[src/rtl/core/i2c_master_byte_engine_top_defines.svh]
// ---------------------------------------------------------------------------
// I2C master byte engine assertion macros
// Shared concurrent assertion forms. The clock is clk and the asynchronous
// active-low reset is rst_n in every module that uses them.
// ---------------------------------------------------------------------------
`ifndef I2C_MASTER_BYTE_ENGINE_TOP_DEFINES_SVH
`define I2C_MASTER_BYTE_ENGINE_TOP_DEFINES_SVH

// Condition holds at every edge outside reset
`define I2C_ME_ASSERT_ALWAYS(label, cond, msg) \
    label: assert property (@(posedge clk) disable iff (!rst_n) (cond)) \
        else $error(msg);

// Antecedent implies consequent in the same cycle
`define I2C_ME_ASSERT_SAME(label, ante, cons, msg) \
    label: assert property (@(posedge clk) disable iff (!rst_n) (ante) |-> (cons)) \
        else $error(msg);

// Antecedent implies consequent in the next cycle
`define I2C_ME_ASSERT_NEXT(label, ante, cons, msg) \
    label: assert property (@(posedge clk) disable iff (!rst_n) (ante) |=> (cons)) \
        else $error(msg);

`endif

[src/rtl/core/i2c_me_pkg.sv]
// ---------------------------------------------------------------------------
// I2C master byte engine package
// Shared widths, codes and the queue word carried from front to back end.
// ---------------------------------------------------------------------------
`default_nettype none

package i2c_me_pkg;

    localparam int DELAY_W             = 16;
    localparam int BYTE_W              = 8;
    localparam int BIT_CNT_W           = 4;
    localparam int QUEUE_DEPTH_DEFAULT = 2;

    localparam logic [DELAY_W-1:0]   DELAY_RESET   = 16'd4;
    localparam logic [BIT_CNT_W-1:0] BITS_PER_BYTE = 4'd8;

    // Bus command codes as seen on the opcode field
    typedef enum logic [1:0] {
        OP_START = 2'd0,
        OP_STOP  = 2'd1,
        OP_WRITE = 2'd2,
        OP_READ  = 2'd3
    } opcode_t;

    // Tick class after decode
    typedef enum logic [2:0] {
        KIND_NONE  = 3'd0,
        KIND_START = 3'd1,
        KIND_STOP  = 3'd2,
        KIND_WRITE = 3'd3,
        KIND_READ  = 3'd4
    } kind_t;

    // One decoded tick in the queue
    typedef struct packed {
        kind_t             kind;
        logic [BYTE_W-1:0] write_data;
        logic              send_ack;
        logic              sda_in;
    } tick_word_t;

endpackage

`default_nettype wire

[src/rtl/core/i2c_me_if.sv]
// ---------------------------------------------------------------------------
// I2C master byte engine channels
// Tick input channel, result output channel and delay configuration channel.
// ---------------------------------------------------------------------------
`default_nettype none

// Tick channel: one word per timing tick
interface i2c_me_tick_if;
    logic                           valid;
    logic                           ready;
    logic                           cmd_valid;
    logic [1:0]                     opcode;
    logic [i2c_me_pkg::BYTE_W-1:0]  write_data;
    logic                           send_ack;
    logic                           sda_in;

    modport source (output valid, cmd_valid, opcode, write_data, send_ack, sda_in,
                    input ready);
    modport sink   (input valid, cmd_valid, opcode, write_data, send_ack, sda_in,
                    output ready);
endinterface

// Result channel: one word per tick
interface i2c_me_result_if;
    logic                           valid;
    logic                           ready;
    logic                           scl_out;
    logic                           sda_out;
    logic                           busy_res;
    logic                           done_res;
    logic [i2c_me_pkg::BYTE_W-1:0]  read_data;
    logic                           ack_error;

    modport source (output valid, scl_out, sda_out, busy_res, done_res, read_data,
                    ack_error, input ready);
    modport sink   (input valid, scl_out, sda_out, busy_res, done_res, read_data,
                    ack_error, output ready);
endinterface

// Configuration channel: delay_ticks write data
interface i2c_me_cfg_if;
    logic                           valid;
    logic                           ready;
    logic [i2c_me_pkg::DELAY_W-1:0] data;

    modport source (output valid, data, input ready);
    modport sink   (input valid, data, output ready);
endinterface

`default_nettype wire

[src/rtl/core/i2c_me_front.sv]
// ---------------------------------------------------------------------------
// I2C master byte engine front end
// Accepts tick words and classifies them into queue words.
// ---------------------------------------------------------------------------
`default_nettype none

module i2c_me_front (
    i2c_me_tick_if.sink             tick,
    output logic                    push_valid,
    input  wire logic               push_ready,
    output i2c_me_pkg::tick_word_t  push_word
);

    i2c_me_pkg::opcode_t op;

    // Handshake passes straight into the queue
    assign push_valid = tick.valid;
    assign tick.ready = push_ready;
    assign op         = i2c_me_pkg::opcode_t'(tick.opcode);

    // Classify the tick
    always_comb
    begin
        push_word.write_data = tick.write_data;
        push_word.send_ack   = tick.send_ack;
        push_word.sda_in     = tick.sda_in;
        if (!tick.cmd_valid)
        begin
            push_word.kind = i2c_me_pkg::KIND_NONE;
        end
        else
        begin
            unique case (op)
                i2c_me_pkg::OP_START: push_word.kind = i2c_me_pkg::KIND_START;
                i2c_me_pkg::OP_STOP:  push_word.kind = i2c_me_pkg::KIND_STOP;
                i2c_me_pkg::OP_WRITE: push_word.kind = i2c_me_pkg::KIND_WRITE;
                i2c_me_pkg::OP_READ:  push_word.kind = i2c_me_pkg::KIND_READ;
                default:              push_word.kind = i2c_me_pkg::KIND_NONE;
            endcase
        end
    end

endmodule

`default_nettype wire

[src/rtl/core/i2c_me_queue.sv]
// ---------------------------------------------------------------------------
// I2C master byte engine queue
// Short register FIFO between front and back end. DEPTH must be 2 or more.
// ---------------------------------------------------------------------------
`default_nettype none

`include "i2c_master_byte_engine_top_defines.svh"

module i2c_me_queue #(
    parameter int DEPTH = i2c_me_pkg::QUEUE_DEPTH_DEFAULT
) (
    input  wire logic               clk,
    input  wire logic               rst_n,
    input  wire logic               push_valid,
    output logic                    push_ready,
    input  i2c_me_pkg::tick_word_t  push_word,
    output logic                    pop_valid,
    input  wire logic               pop_ready,
    output i2c_me_pkg::tick_word_t  pop_word
);

    localparam int AW = $clog2(DEPTH);
    localparam int CW = $clog2(DEPTH + 1);
    localparam logic [AW-1:0] LAST_PTR = AW'(DEPTH - 1);
    localparam logic [CW-1:0] FULL_CNT = CW'(DEPTH);

    i2c_me_pkg::tick_word_t mem_reg [DEPTH];
    logic [AW-1:0] wr_ptr_reg, wr_ptr_next;
    logic [AW-1:0] rd_ptr_reg, rd_ptr_next;
    logic [CW-1:0] count_reg, count_next;
    logic          push_fire, pop_fire;

    // Status and head word
    assign push_ready = (count_reg != FULL_CNT);
    assign pop_valid  = (count_reg != '0);
    assign pop_word   = mem_reg[rd_ptr_reg];
    assign push_fire  = push_valid && push_ready;
    assign pop_fire   = pop_valid && pop_ready;

    // Pointer and count update
    always_comb
    begin
        wr_ptr_next = wr_ptr_reg;
        rd_ptr_next = rd_ptr_reg;
        count_next  = count_reg;
        if (push_fire)
        begin
            wr_ptr_next = (wr_ptr_reg == LAST_PTR) ? '0 : wr_ptr_reg + 1'b1;
        end
        if (pop_fire)
        begin
            rd_ptr_next = (rd_ptr_reg == LAST_PTR) ? '0 : rd_ptr_reg + 1'b1;
        end
        if (push_fire && !pop_fire)
        begin
            count_next = count_reg + 1'b1;
        end
        else if (pop_fire && !push_fire)
        begin
            count_next = count_reg - 1'b1;
        end
    end

    always_ff @(posedge clk or negedge rst_n)
    begin
        if (!rst_n)
        begin
            wr_ptr_reg <= '0;
            rd_ptr_reg <= '0;
            count_reg  <= '0;
        end
        else
        begin
            wr_ptr_reg <= wr_ptr_next;
            rd_ptr_reg <= rd_ptr_next;
            count_reg  <= count_next;
        end
    end

    // Storage, no reset
    always_ff @(posedge clk)
    begin
        if (push_fire)
        begin
            mem_reg[wr_ptr_reg] <= push_word;
        end
    end

    `I2C_ME_ASSERT_ALWAYS(a_count_bound, count_reg <= FULL_CNT, "queue count over depth")
    `I2C_ME_ASSERT_NEXT(a_count_inc, push_fire && !pop_fire, count_reg == $past(count_reg) + 1'b1, "queue count did not rise on push")
    `I2C_ME_ASSERT_NEXT(a_count_dec, pop_fire && !push_fire, count_reg == $past(count_reg) - 1'b1, "queue count did not fall on pop")

endmodule

`default_nettype wire

[src/rtl/core/i2c_me_back.sv]
// ---------------------------------------------------------------------------
// I2C master byte engine back end
// Bus segment sequencer and result output register, one tick per cycle unless stalled.
// ---------------------------------------------------------------------------
`default_nettype none

`include "i2c_master_byte_engine_top_defines.svh"

module i2c_me_back (
    input  wire logic               clk,
    input  wire logic               rst_n,
    input  wire logic               pop_valid,
    output logic                    pop_ready,
    input  i2c_me_pkg::tick_word_t  pop_word,
    i2c_me_cfg_if.sink              cfg,
    i2c_me_result_if.source         result
);

    localparam int DW = i2c_me_pkg::DELAY_W;
    localparam int BW = i2c_me_pkg::BYTE_W;
    localparam int NW = i2c_me_pkg::BIT_CNT_W;

    // Bus segments
    typedef enum logic [3:0] {
        PH_IDLE     = 4'd0,
        PH_ST_HIGH  = 4'd1,
        PH_ST_SDA   = 4'd2,
        PH_ST_SCL   = 4'd3,
        PH_WBIT_LO  = 4'd5,
        PH_WBIT_HI  = 4'd6,
        PH_WACK_LO  = 4'd7,
        PH_WACK_HI  = 4'd8,
        PH_WEND     = 4'd9,
        PH_RBIT_HI  = 4'd10,
        PH_RBIT_LO  = 4'd11,
        PH_TAIL_LO  = 4'd12,
        PH_TAIL_SDA = 4'd13,
        PH_TAIL_HI  = 4'd14,
        PH_TAIL_END = 4'd15
    } phase_t;

    typedef struct packed {
        logic scl;
        logic sda;
    } lv_t;

    // Line levels on entry to a segment
    function automatic lv_t enter_lv(phase_t p, lv_t cur, logic msb, logic bc_zero,
                                     logic is_stop, logic ack);
        lv_t lv;
        lv = cur;
        unique case (p)
            PH_ST_HIGH:  begin lv.scl = 1'b1; lv.sda = 1'b1; end
            PH_ST_SDA:   lv.sda = 1'b0;
            PH_ST_SCL:   lv.scl = 1'b0;
            PH_WBIT_LO:  begin lv.scl = 1'b0; lv.sda = msb; end
            PH_WBIT_HI:  lv.scl = 1'b1;
            PH_WACK_LO:  begin lv.scl = 1'b0; lv.sda = 1'b1; end
            PH_WACK_HI:  lv.scl = 1'b1;
            PH_WEND:     lv.scl = 1'b0;
            PH_RBIT_HI:
            begin
                lv.scl = 1'b1;
                if (bc_zero)
                begin
                    lv.sda = 1'b1;
                end
            end
            PH_RBIT_LO:  lv.scl = 1'b0;
            PH_TAIL_LO:  lv.scl = 1'b0;
            PH_TAIL_SDA: lv.sda = is_stop ? 1'b0 : !ack;
            PH_TAIL_HI:  lv.scl = 1'b1;
            PH_TAIL_END:
            begin
                if (!is_stop)
                begin
                    lv.scl = 1'b0;
                end
                lv.sda = 1'b1;
            end
            default: ;
        endcase
        return lv;
    endfunction

    phase_t              phase_reg, phase_next;
    logic [NW-1:0]       bit_count_reg, bit_count_next;
    logic [DW-1:0]       delay_count_reg, delay_count_next;
    logic [BW-1:0]       shift_reg, shift_next;
    i2c_me_pkg::opcode_t op_reg, op_next;
    logic                ack_choice_reg, ack_choice_next;
    lv_t                 lv_reg, lv_next;
    logic                ack_fail_reg, ack_fail_next;
    logic [BW-1:0]       rx_reg, rx_next;
    logic [DW-1:0]       delay_ticks_reg;

    logic                res_valid_reg;
    lv_t                 res_lv_reg, res_lv_next;
    logic                res_busy_reg, res_busy_next;
    logic                res_done_reg, res_done_next;

    logic                step_en;
    logic [DW:0]         len_w;
    logic [DW:0]         dc_inc;

    // One tick steps when the output register is free or being drained
    assign pop_ready = !res_valid_reg || result.ready;
    assign step_en   = pop_valid && pop_ready;
    assign cfg.ready = 1'b1;

    // A delay of zero acts as one
    assign len_w  = (delay_ticks_reg == '0) ? (DW+1)'(1) : {1'b0, delay_ticks_reg};
    assign dc_inc = {1'b0, delay_count_reg} + (DW+1)'(1);

    // Sequencer step for the tick at the queue head
    always_comb
    begin
        phase_next       = phase_reg;
        bit_count_next   = bit_count_reg;
        delay_count_next = delay_count_reg;
        shift_next       = shift_reg;
        op_next          = op_reg;
        ack_choice_next  = ack_choice_reg;
        lv_next          = lv_reg;
        ack_fail_next    = ack_fail_reg;
        rx_next          = rx_reg;
        res_busy_next    = 1'b0;
        res_done_next    = 1'b0;

        // Command start, only while idle
        if (phase_reg == PH_IDLE && pop_word.kind != i2c_me_pkg::KIND_NONE)
        begin
            bit_count_next   = '0;
            delay_count_next = '0;
            unique case (pop_word.kind)
                i2c_me_pkg::KIND_START:
                begin
                    op_next    = i2c_me_pkg::OP_START;
                    phase_next = PH_ST_HIGH;
                end
                i2c_me_pkg::KIND_STOP:
                begin
                    op_next    = i2c_me_pkg::OP_STOP;
                    phase_next = PH_TAIL_LO;
                end
                i2c_me_pkg::KIND_WRITE:
                begin
                    op_next    = i2c_me_pkg::OP_WRITE;
                    shift_next = pop_word.write_data;
                    phase_next = PH_WBIT_LO;
                end
                i2c_me_pkg::KIND_READ:
                begin
                    op_next         = i2c_me_pkg::OP_READ;
                    shift_next      = '0;
                    ack_choice_next = pop_word.send_ack;
                    phase_next      = PH_RBIT_HI;
                end
                default: ;
            endcase
            lv_next = enter_lv(phase_next, lv_next, shift_next[BW-1],
                               bit_count_next == '0, op_next == i2c_me_pkg::OP_STOP,
                               ack_choice_next);
        end

        // Levels shown on this tick
        res_lv_next = lv_next;

        // Segment timing and advance
        if (phase_next != PH_IDLE)
        begin
            res_busy_next = 1'b1;
            if (dc_inc >= len_w)
            begin
                delay_count_next = '0;
                unique case (phase_next)
                    PH_ST_HIGH:  phase_next = PH_ST_SDA;
                    PH_ST_SDA:   phase_next = PH_ST_SCL;
                    PH_WBIT_LO:  phase_next = PH_WBIT_HI;
                    PH_WBIT_HI:
                    begin
                        shift_next     = {shift_next[BW-2:0], 1'b0};
                        bit_count_next = bit_count_next + 1'b1;
                        phase_next     = (bit_count_next >= i2c_me_pkg::BITS_PER_BYTE) ?
                                         PH_WACK_LO : PH_WBIT_LO;
                    end
                    PH_WACK_LO:  phase_next = PH_WACK_HI;
                    PH_WACK_HI:
                    begin
                        ack_fail_next = pop_word.sda_in;
                        phase_next    = PH_WEND;
                    end
                    PH_RBIT_HI:
                    begin
                        shift_next = {shift_next[BW-2:0], pop_word.sda_in};
                        phase_next = PH_RBIT_LO;
                    end
                    PH_RBIT_LO:
                    begin
                        bit_count_next = bit_count_next + 1'b1;
                        if (bit_count_next >= i2c_me_pkg::BITS_PER_BYTE)
                        begin
                            rx_next    = shift_next;
                            phase_next = PH_TAIL_LO;
                        end
                        else
                        begin
                            phase_next = PH_RBIT_HI;
                        end
                    end
                    PH_TAIL_LO:  phase_next = PH_TAIL_SDA;
                    PH_TAIL_SDA: phase_next = PH_TAIL_HI;
                    PH_TAIL_HI:  phase_next = PH_TAIL_END;
                    default:
                    begin
                        // Last segment of start, write or read/stop tail
                        phase_next    = PH_IDLE;
                        res_done_next = 1'b1;
                    end
                endcase
                lv_next = enter_lv(phase_next, lv_next, shift_next[BW-1],
                                   bit_count_next == '0, op_next == i2c_me_pkg::OP_STOP,
                                   ack_choice_next);
            end
            else
            begin
                delay_count_next = dc_inc[DW-1:0];
            end
        end
    end

    // State, configuration and result register
    always_ff @(posedge clk or negedge rst_n)
    begin
        if (!rst_n)
        begin
            phase_reg       <= PH_IDLE;
            bit_count_reg   <= '0;
            delay_count_reg <= '0;
            shift_reg       <= '0;
            op_reg          <= i2c_me_pkg::OP_START;
            ack_choice_reg  <= 1'b0;
            lv_reg          <= '{scl: 1'b1, sda: 1'b1};
            ack_fail_reg    <= 1'b0;
            rx_reg          <= '0;
            delay_ticks_reg <= i2c_me_pkg::DELAY_RESET;
            res_valid_reg   <= 1'b0;
            res_lv_reg      <= '{scl: 1'b1, sda: 1'b1};
            res_busy_reg    <= 1'b0;
            res_done_reg    <= 1'b0;
        end
        else
        begin
            if (cfg.valid)
            begin
                delay_ticks_reg <= cfg.data;
            end
            if (step_en)
            begin
                phase_reg       <= phase_next;
                bit_count_reg   <= bit_count_next;
                delay_count_reg <= delay_count_next;
                shift_reg       <= shift_next;
                op_reg          <= op_next;
                ack_choice_reg  <= ack_choice_next;
                lv_reg          <= lv_next;
                ack_fail_reg    <= ack_fail_next;
                rx_reg          <= rx_next;
                res_valid_reg   <= 1'b1;
                res_lv_reg      <= res_lv_next;
                res_busy_reg    <= res_busy_next;
                res_done_reg    <= res_done_next;
            end
            else if (result.ready)
            begin
                res_valid_reg <= 1'b0;
            end
        end
    end

    // Result word; read_data and ack_error track the committed state
    assign result.valid     = res_valid_reg;
    assign result.scl_out   = res_lv_reg.scl;
    assign result.sda_out   = res_lv_reg.sda;
    assign result.busy_res  = res_busy_reg;
    assign result.done_res  = res_done_reg;
    assign result.read_data = rx_reg;
    assign result.ack_error = ack_fail_reg;

    `I2C_ME_ASSERT_SAME(a_delay_bound, phase_reg != PH_IDLE, {1'b0, delay_count_reg} < len_w, "delay count past segment length")
    `I2C_ME_ASSERT_ALWAYS(a_bit_bound, bit_count_reg <= i2c_me_pkg::BITS_PER_BYTE, "bit count past one byte")
    `I2C_ME_ASSERT_SAME(a_done_idle, res_valid_reg && res_done_reg, res_busy_reg && phase_reg == PH_IDLE, "done without busy or idle return")
    `I2C_ME_ASSERT_NEXT(a_stall_hold, res_valid_reg && !result.ready, $stable(phase_reg) && $stable(delay_count_reg), "sequencer moved while result stalled")

endmodule

`default_nettype wire

[src/rtl/core/i2c_master_byte_engine_top.sv]
// ---------------------------------------------------------------------------
// I2C master byte engine top level
// Bit-level I2C master: start, stop, byte write and byte read sequences.
// ---------------------------------------------------------------------------
// Every tick word is one bus timing tick and gives exactly one result word.
// The engine takes one tick per clock cycle when the result side keeps up;
// that rate is set by the segment sequencer in the back end, which performs
// one tick step per cycle. A tick is written into the front-to-back queue
// when it is taken and is stepped from the queue head into the output
// register, from which its result word is driven on the result port.
// Each bus segment lasts delay_ticks ticks (zero acts as one). Commands that
// arrive while a sequence runs are ignored. Write delay_ticks only while idle.
`default_nettype none

module i2c_master_byte_engine_top #(
    parameter int QUEUE_DEPTH = i2c_me_pkg::QUEUE_DEPTH_DEFAULT
) (
    input  wire logic        clk,
    input  wire logic        rst_n,
    i2c_me_tick_if.sink      tick,
    i2c_me_result_if.source  result,
    i2c_me_cfg_if.sink       cfg
);

    logic                   push_valid;
    logic                   push_ready;
    i2c_me_pkg::tick_word_t push_word;
    logic                   pop_valid;
    logic                   pop_ready;
    i2c_me_pkg::tick_word_t pop_word;

    // Decode ticks
    i2c_me_front u_front (
        .tick       (tick),
        .push_valid (push_valid),
        .push_ready (push_ready),
        .push_word  (push_word)
    );

    // Decouple front and back
    i2c_me_queue #(
        .DEPTH (QUEUE_DEPTH)
    ) u_queue (
        .clk        (clk),
        .rst_n      (rst_n),
        .push_valid (push_valid),
        .push_ready (push_ready),
        .push_word  (push_word),
        .pop_valid  (pop_valid),
        .pop_ready  (pop_ready),
        .pop_word   (pop_word)
    );

    // Run bus segments
    i2c_me_back u_back (
        .clk       (clk),
        .rst_n     (rst_n),
        .pop_valid (pop_valid),
        .pop_ready (pop_ready),
        .pop_word  (pop_word),
        .cfg       (cfg),
        .result    (result)
    );

endmodule

`default_nettype wire

[src/flat_wrapper.sv]
// flat-port wrapper written by rule: the top's interface ports become plain ports
module i2c_master_byte_engine_top_flat 
#(
    parameter int QUEUE_DEPTH = i2c_me_pkg::QUEUE_DEPTH_DEFAULT
)
  (clk, rst_n, tick_valid, tick_cmd_valid, tick_opcode, tick_write_data, tick_send_ack, tick_sda_in, tick_ready, result_valid, result_scl_out, result_sda_out, result_busy_res, result_done_res, result_read_data, result_ack_error, result_ready, cfg_valid, cfg_data, cfg_ready);
  i2c_me_tick_if tick_i ();
  i2c_me_result_if result_i ();
  i2c_me_cfg_if cfg_i ();
  input  wire logic clk;
  input  wire logic rst_n;
  input wire logic [$bits(tick_i.valid)-1:0] tick_valid;
  input wire logic [$bits(tick_i.cmd_valid)-1:0] tick_cmd_valid;
  input wire logic [$bits(tick_i.opcode)-1:0] tick_opcode;
  input wire logic [$bits(tick_i.write_data)-1:0] tick_write_data;
  input wire logic [$bits(tick_i.send_ack)-1:0] tick_send_ack;
  input wire logic [$bits(tick_i.sda_in)-1:0] tick_sda_in;
  output wire logic [$bits(tick_i.ready)-1:0] tick_ready;
  output wire logic [$bits(result_i.valid)-1:0] result_valid;
  output wire logic [$bits(result_i.scl_out)-1:0] result_scl_out;
  output wire logic [$bits(result_i.sda_out)-1:0] result_sda_out;
  output wire logic [$bits(result_i.busy_res)-1:0] result_busy_res;
  output wire logic [$bits(result_i.done_res)-1:0] result_done_res;
  output wire logic [$bits(result_i.read_data)-1:0] result_read_data;
  output wire logic [$bits(result_i.ack_error)-1:0] result_ack_error;
  input wire logic [$bits(result_i.ready)-1:0] result_ready;
  input wire logic [$bits(cfg_i.valid)-1:0] cfg_valid;
  input wire logic [$bits(cfg_i.data)-1:0] cfg_data;
  output wire logic [$bits(cfg_i.ready)-1:0] cfg_ready;
  assign tick_i.valid = tick_valid;
  assign tick_i.cmd_valid = tick_cmd_valid;
  assign tick_i.opcode = tick_opcode;
  assign tick_i.write_data = tick_write_data;
  assign tick_i.send_ack = tick_send_ack;
  assign tick_i.sda_in = tick_sda_in;
  assign tick_ready = tick_i.ready;
  assign result_valid = result_i.valid;
  assign result_scl_out = result_i.scl_out;
  assign result_sda_out = result_i.sda_out;
  assign result_busy_res = result_i.busy_res;
  assign result_done_res = result_i.done_res;
  assign result_read_data = result_i.read_data;
  assign result_ack_error = result_i.ack_error;
  assign result_i.ready = result_ready;
  assign cfg_i.valid = cfg_valid;
  assign cfg_i.data = cfg_data;
  assign cfg_ready = cfg_i.ready;
  i2c_master_byte_engine_top #(.QUEUE_DEPTH(QUEUE_DEPTH)) u_core (.clk(clk), .rst_n(rst_n), .tick(tick_i), .result(result_i), .cfg(cfg_i));
endmodule
[config.mk]
export PLATFORM = sky130hd
export DESIGN_NAME = i2c_master_byte_engine_top_flat
export DESIGN_NICKNAME = d
export VERILOG_FILES = /design/src/rtl/core/i2c_me_pkg.sv /design/src/rtl/core/i2c_me_if.sv /design/src/rtl/core/i2c_me_front.sv /design/src/rtl/core/i2c_me_queue.sv /design/src/rtl/core/i2c_me_back.sv /design/src/rtl/core/i2c_master_byte_engine_top.sv /design/src/flat_wrapper.sv
export VERILOG_INCLUDE_DIRS = /design/src /design/src/rtl/core
export SDC_FILE = /design/constraint.sdc
export NUM_CORES = 1
export LEC_CHECK = 0
export BUFFER_PORTS_ARGS = -buffer_cell sky130_fd_sc_hd__clkbuf_2
export CAP_MARGIN = 20
export CORE_MARGIN = 5
export CORE_UTILIZATION = 35
export DETAILED_ROUTE_END_ITERATION = 12
export HOLD_SLACK_MARGIN = 0.12
export SETUP_SLACK_MARGIN = 0.3
export SKIP_LAST_GASP = 1
export SYNTH_ARGS = -nofsm -noshare
export SYNTH_HDL_FRONTEND = slang
export SYNTH_SLANG_ARGS = --single-unit
export TNS_END_PERCENT = 30
[constraint.sdc]
create_clock -name clk -period 5.51 [get_ports clk]
set_input_delay 0.2755 -clock clk [delete_from_list [all_inputs] [get_ports clk]]
set_output_delay 0.2755 -clock clk [all_outputs]
set_load 0.05 [all_outputs]
# --- Yosys cells after proc, flatten, opt, wreduce, memory -nomap -nowiden ---
# Memories as Yosys holds them, arrays and structs flattened.
# Cells that the tools add are included.
# W data, S select, Z words.
totals:
  regBits: 71
  ramBits: 26
  inputBits: 34
  output_inout_bits: 16
  elab_cells: 166
  mem_count: 1
op_classes:
  addsub: 6
  magnitude_cmp: 2
  n_eq_ne: 49
  mux: 57
  n_reduce_logical: 32
mem_list:
  columns: ["memory", "words", "word_bits", "rd", "rd_ports_with_merged_regs", "write_ports", "line_no", "rtl"]
  rows:
  - ["u_core.u_queue.mem_reg", 2, 13, 1, 0, 1, "i2c_me_queue.sv:27", "i2c_me_pkg::tick_word_t mem_reg [DEPTH];"]
op_table:
  columns: ["cell", "n"]
  rows:
  - ["$eq A4 B4 Y1 const B", 22]
  - ["$mux W16", 4]
  - ["$mux W4", 12]
  - ["$pmux W4 S11", 1]
  - ["$eq A4 B3 Y1 const B", 9]
  - ["$pmux W8 S2", 2]
  - ["$mux W8", 3]
  - ["$eq A4 B2 Y1 const B", 5]
  - ["$mux W1", 18]
  - ["$add A16 B1 Y17 const B", 1]
  - ["$ge A17 B16 Y1", 1]
  - ["$logic_not A16 Y1", 1]
  - ["$mux W2", 8]
  - ["$pmux W4 S4", 1]
  - ["$eq A4 B1 Y1 const B", 3]
  - ["$pmux W3 S4", 1]
  - ["$reduce_or A6 Y1", 2]
  - ["$reduce_or A11 Y1", 1]
  - ["$reduce_or A5 Y1", 2]
  - ["$logic_not A4 Y1", 2]
  - ["$pmux W2 S4", 1]
  - ["$reduce_bool A2 Y1", 4]
  - ["$eq A2 B1 Y1 const B", 3]
  - ["$eq A3 B2 Y1 const B", 2]
  - ["25 further kinds", 37]

# --- Longest topological paths before layout ---
# An unclocked memory read counts as a cell.
depth:
  ltp_word: 15
  mapped_depth: 17
  ltp_nobuf: 15

# --- Modules after synthesis ---
# A second synthesis with hierarchy kept.
unflattened:
  hier_cells: 592
  area_unflattened_um2: 5803.1
modules_own_cells:
  columns: ["module", "n_inst", "cells_per_inst", "area_per_inst_um2", "seq_area_each_um2"]
  rows:
  - ["i2c_me_back", 1, 514, 4503.1, 1682.9]
  - ["i2c_me_queue", 1, 58, 1144.8, 880.8]
  - ["i2c_me_front", 1, 20, 155.1, 0.0]

# --- Worst setup path before layout ---
# Ideal clock, no wire load.
synth_timing:
  kind: "register -> register"
  startpoint: "register u_core.u_back.delay_count_reg[0]"
  endpoint: "register u_core.u_back.rx_reg[0] (netlist: u_core.u_back.result.read_data[0])"
  setup_time_ns: 0.125
  t_arrival_ns: 3.605
  t_required_ns: 5.385
  slack_ns: 1.781
  stages_incl_launch_ff: 16
  n_path_buf: 1
  period_less_slack_ns: 3.729
  path_cell_list: "dfrtp_1 -> ha_1 -> nand3_1 -> nor2_1 -> nand3_1 -> nor3_1 -> nand3_1 -> xnor2_1 -> ha_1 -> nand3_1 -> a211o_1 -> and2_1 -> nor3_1 -> and4b_1 -> clkbuf_1 -> mux2_2"
synth_between:
  elab_chain_cells: 3
synth_rtl:
  columns: ["item", "line_no", "rtl"]
  rows:
  - ["from (decl)", "i2c_me_back.sv:88", "logic [DW-1:0] delay_count_reg, delay_count_next;"]
  - ["from (signal assigned)", "i2c_me_back.sv:262", "delay_count_reg <= delay_count_next;"]
  - ["$add A16 B1 Y17", "i2c_me_back.sv:113", "assign dc_inc = {1'b0, delay_count_reg} + (DW+1)'(1);"]
  - ["$ge A17 B16 Y1", "i2c_me_back.sv:173", "if (dc_inc >= len_w)"]
  - ["$reduce_and A5 Y1 (no line)", null, null]
  - ["to (signal assigned)", "i2c_me_back.sv:268", "rx_reg <= rx_next;"]
  - ["to (decl)", "i2c_me_back.sv:94", "logic [BW-1:0] rx_reg, rx_next;"]
# Every way passes these cells.
# A chain may end at the register's enable or synchronous reset.

# --- Worst setup path in the final report ---
layout_timing:
  startpoint: "register u_core.u_back.delay_count_reg[0]"
  endpoint: "register u_core.u_back.rx_reg[7] (netlist: u_core.u_back.result.read_data[7])"
# The elaborated chain is that of the path after synthesis.

==> results by group <==
Detailed routing
  – Initial DRC Count: between 300 and 400
  – Routed WL: 12500 um
  – Final antenna-violating net count: 0
  – Via count: between 4k and 5k
  – WL/cell: 16.0 um
  – DRC: 0
  – Via density: between 5 and 6
  – TritonRoute pass-1 iters: 5

GRT
  – Overall Global Routing Usage: 0.144
  – Global-route wire length before repair: between 20000 and 25000 um
  – Largest net degree at the start of global routing: slightly above 70
  – Vias in the first global route: 4139
  – Initial antenna violation count: 0
  – Congestion Overflow GR: 0

Timing
  – Clk_skew: between 0.007 and 0.008 ns
  – Final setup fails: 0
  – Fmax: around 0.22 GHz
  – Slew Viols, Final: 0
  – Setup TNS: 0 ns
  – Post-layout minimum cycle time: between 4 and 5 ns
  – Crit share post-route: 0.827
  – Final Hold Fails: 0
  – Worst-Margin Slew: approximately 0.93 ns
  – Max-slew headroom: 0.383
  – RSZ-0062 raised after global routing: false

Floorplan
  – Die width: ~130 um
  – Io pins: 50
  – Total core area: roughly 0.015 mm2
  – Initial Util: 0.356
  – Die ar.: 0.0180 mm2
  – Die Ht: roughly 130 um
  – # rows: between 40 and 50

Synth
  – Area contributors post-synth: dfrtp_1 (31%), edfxtp_1 (14%), o21ai_0 (5.5%), ha_1 (4.6%), nand2_1 (4.2%)
  – Synth top cells by count: dfrtp_1 (66), nand2_1 (61), o21ai_0 (59)
  – Post-Synthesis Cells: approximately 540
  – Post-synthesis sequential area ratio: 0.474
  – Mapped Nets: about 590
  – Post-synth ARST share: 0.732
  – Syn Area/Cell: around 10 um2
  – Area leader, netlist: dfrtp_1
  – Ys Warns: 0
  – Top cell type's share of synthesized area: 0.306
  – Distinct cells, synth: 71
  – Synth Register Bits: 97
  – Count leader, synth: dfrtp_1
  – Post-synthesis instance area: approximately 0.0054 mm2
  – Predominant post-synthesis flop cell: dfrtp_1
  – EDFF count, synth: 26

Worst setup path
  – Worst Setup SP: u_core.u_back.delay_count_reg[0]$_DFFE_PN0P_
  – Max FO, Critical Path: 21
  – WP data required: 5.74 ns
  – Startpoint class of the critical path: flop
  – Critical setup path kind: flop to flop
  – Worst Setup End Kind: flop
  – Worst endpoint data arrival time: between 4 and 5 ns
  – Worst R2R Start: u_core.u_back.delay_count_reg[0]$_DFFE_PN0P_

Final layout
  – # diodes: 0
  – Flip-flop count of the largest register after layout: 26
  – Final Cell Area: 0.00623 mm2
  – Fraction of layout cells with a size suffix above 1: 0.179
  – Synth-to-Final Area Change: 15.3%
  – Nets@finish: 642

Worst hold path
  – Hold path start: cfg_data[15]
  – Worst Hold Class: primary input to flop

Placement
  – Placement Cell Area: 0.00578 mm2
  – Port Buffers: 48
  – Final HPWL DP: between 9000 and 10000 um
  – Placer Congestion: ~0.90

Clock network
  – CTS buffer count: 9
  – Sink Count: 97
  – CTS H-tree depth: 3
  – CTS tree: done
  – Clock tree buffer depth: 2
  – Clock Pin Slew Worst Setup and Hold Paths: around 0.07 ns
  – CTS root buffer: clkbuf_16
  – Worst skew pair latency: 0.35 ns

Power and ir drop
  – Max VDD drop: approximately 0.00024 V
  – Leakage: between 0.002 and 0.003 uW
  – PwrDens: around 390 mW/mm2

Run
  – # Max-Cap Violations: 0

Status
  – Status: finished, final reports clean
placed cells by master (no fill, tap or decap), types with 16 or more instances in the layout:
| master | instances |
|---|---|
| dfrtp_1 | 66 |
| mux2_2 | 17 |
| a21oi_1 | 18 |
| clkbuf_2 | 47 |
| nor2_1 | 34 |
| inv_1 | 18 |
| nand2_1 | 61 |
| mux2i_1 | 17 |
| o21ai_0 | 59 |
| ha_1 | 20 |
| nand3_1 | 16 |
| edfxtp_1 | 26 |
kinds of logic after synthesis:
logic type / count (synthesis) / synth area share
AND/OR/NAND/NOR: 177 / 0.165
AO/OA/AOI/OAI: 139 / 0.169
flip-flops: 97 / 0.474
buffers and inverters: 45 / 0.0361
multiplexers: 35 / 0.0711
XOR/XNOR: 23 / 0.0373
adder cells (fa/ha/maj): 20 / 0.0463
other: 1 / 0.000694
metal layers:
metal,global-route usage,vias to the layer above,share of wire
met4,0.0679,0,0.027
li1,-,2071,-
met2,0.218,135,0.45
met1,0.200,2025,0.48
met5,0,-,0
met3,0.0266,31,0.041
worst max-delay path, cell delays in order (launching register included):
cell and delay [ns]:
dfrtp_1 0.42, ha_1 0.25, nand3_1 0.16, nor2_1 0.25, nand3_1 0.25, nor3_1 0.40, nand3_1 0.15, xnor2_1 0.21
ha_1 0.28, a21o_1 0.18, a21oi_1 0.15, o211a_1 0.20, and2_1 0.67, nor3_1 0.14, and4b_1 0.38, mux2_2 0.33
power by group:
group	total [uW]	internal, uW	switching, uW
sequential	986	888	98.6
combinational	802	287	515
clock	636	366	270
total	2420	1540	883
metrics by stage:
step	total power [uW]	hold WS [ns]	utilization	instances	setup slack [ns]
3_5_place_dp	1790	0.457	0.380	749	1.01
6_report	2420	0.134	0.410	781	0.955
2_1_floorplan	1580	-0.0201	-	537	1.78
5_1_grt	2590	0.122	0.410	781	0.555
4_1_cts	2450	0.122	0.410	780	0.965
3_3_place_gp	1770	0.458	0.380	749	1.17
area by class of cell:
type / count / area [um2]
clock inverter: 4 / 51.3
multi-input combinational: 395 / 2650
tap: 188 / 235
timing repair buffer: 67 / 423
sequential: 97 / 2560
clock buffer: 12 / 246
fill: 1477 / 8970
inverter: 18 / 67.6
worst paths after layout:
path | endpoint | slack (ns) | depth (start not counted)
worst min-delay path | u_core.u_back.delay_ticks_reg[15]$_DFFE_PN0P_ | 0.13 | 3
min in group asynchronous | u_core.u_back.bit_count_reg[1]$_DFFE_PN0P_ | 0.61 | 2
max in group asynchronous | u_core.u_back.delay_ticks_reg[14]$_DFFE_PN0P_ | 4.31 | 2
worst max-delay path | u_core.u_back.result.read_data[7]$_DFFE_PN0P_ | 0.96 | 15
worst max register to register | u_core.u_back.result.read_data[7]$_DFFE_PN0P_ | 0.96 | 15
worst min register to register | u_core.u_back.result.sda_out$_DFFE_PN1P_ | 0.47 | 2
what timing repair did:
action / CTS / global route
hold buffers: 15 / 0
endpoints found under the setup margin: 0 / 0
buffers inserted: 0 / 0
endpoints found under the hold margin: 90 / 0
resized for setup: 0 / 0
No activity file was read; power rests on OpenSTA's default activity.
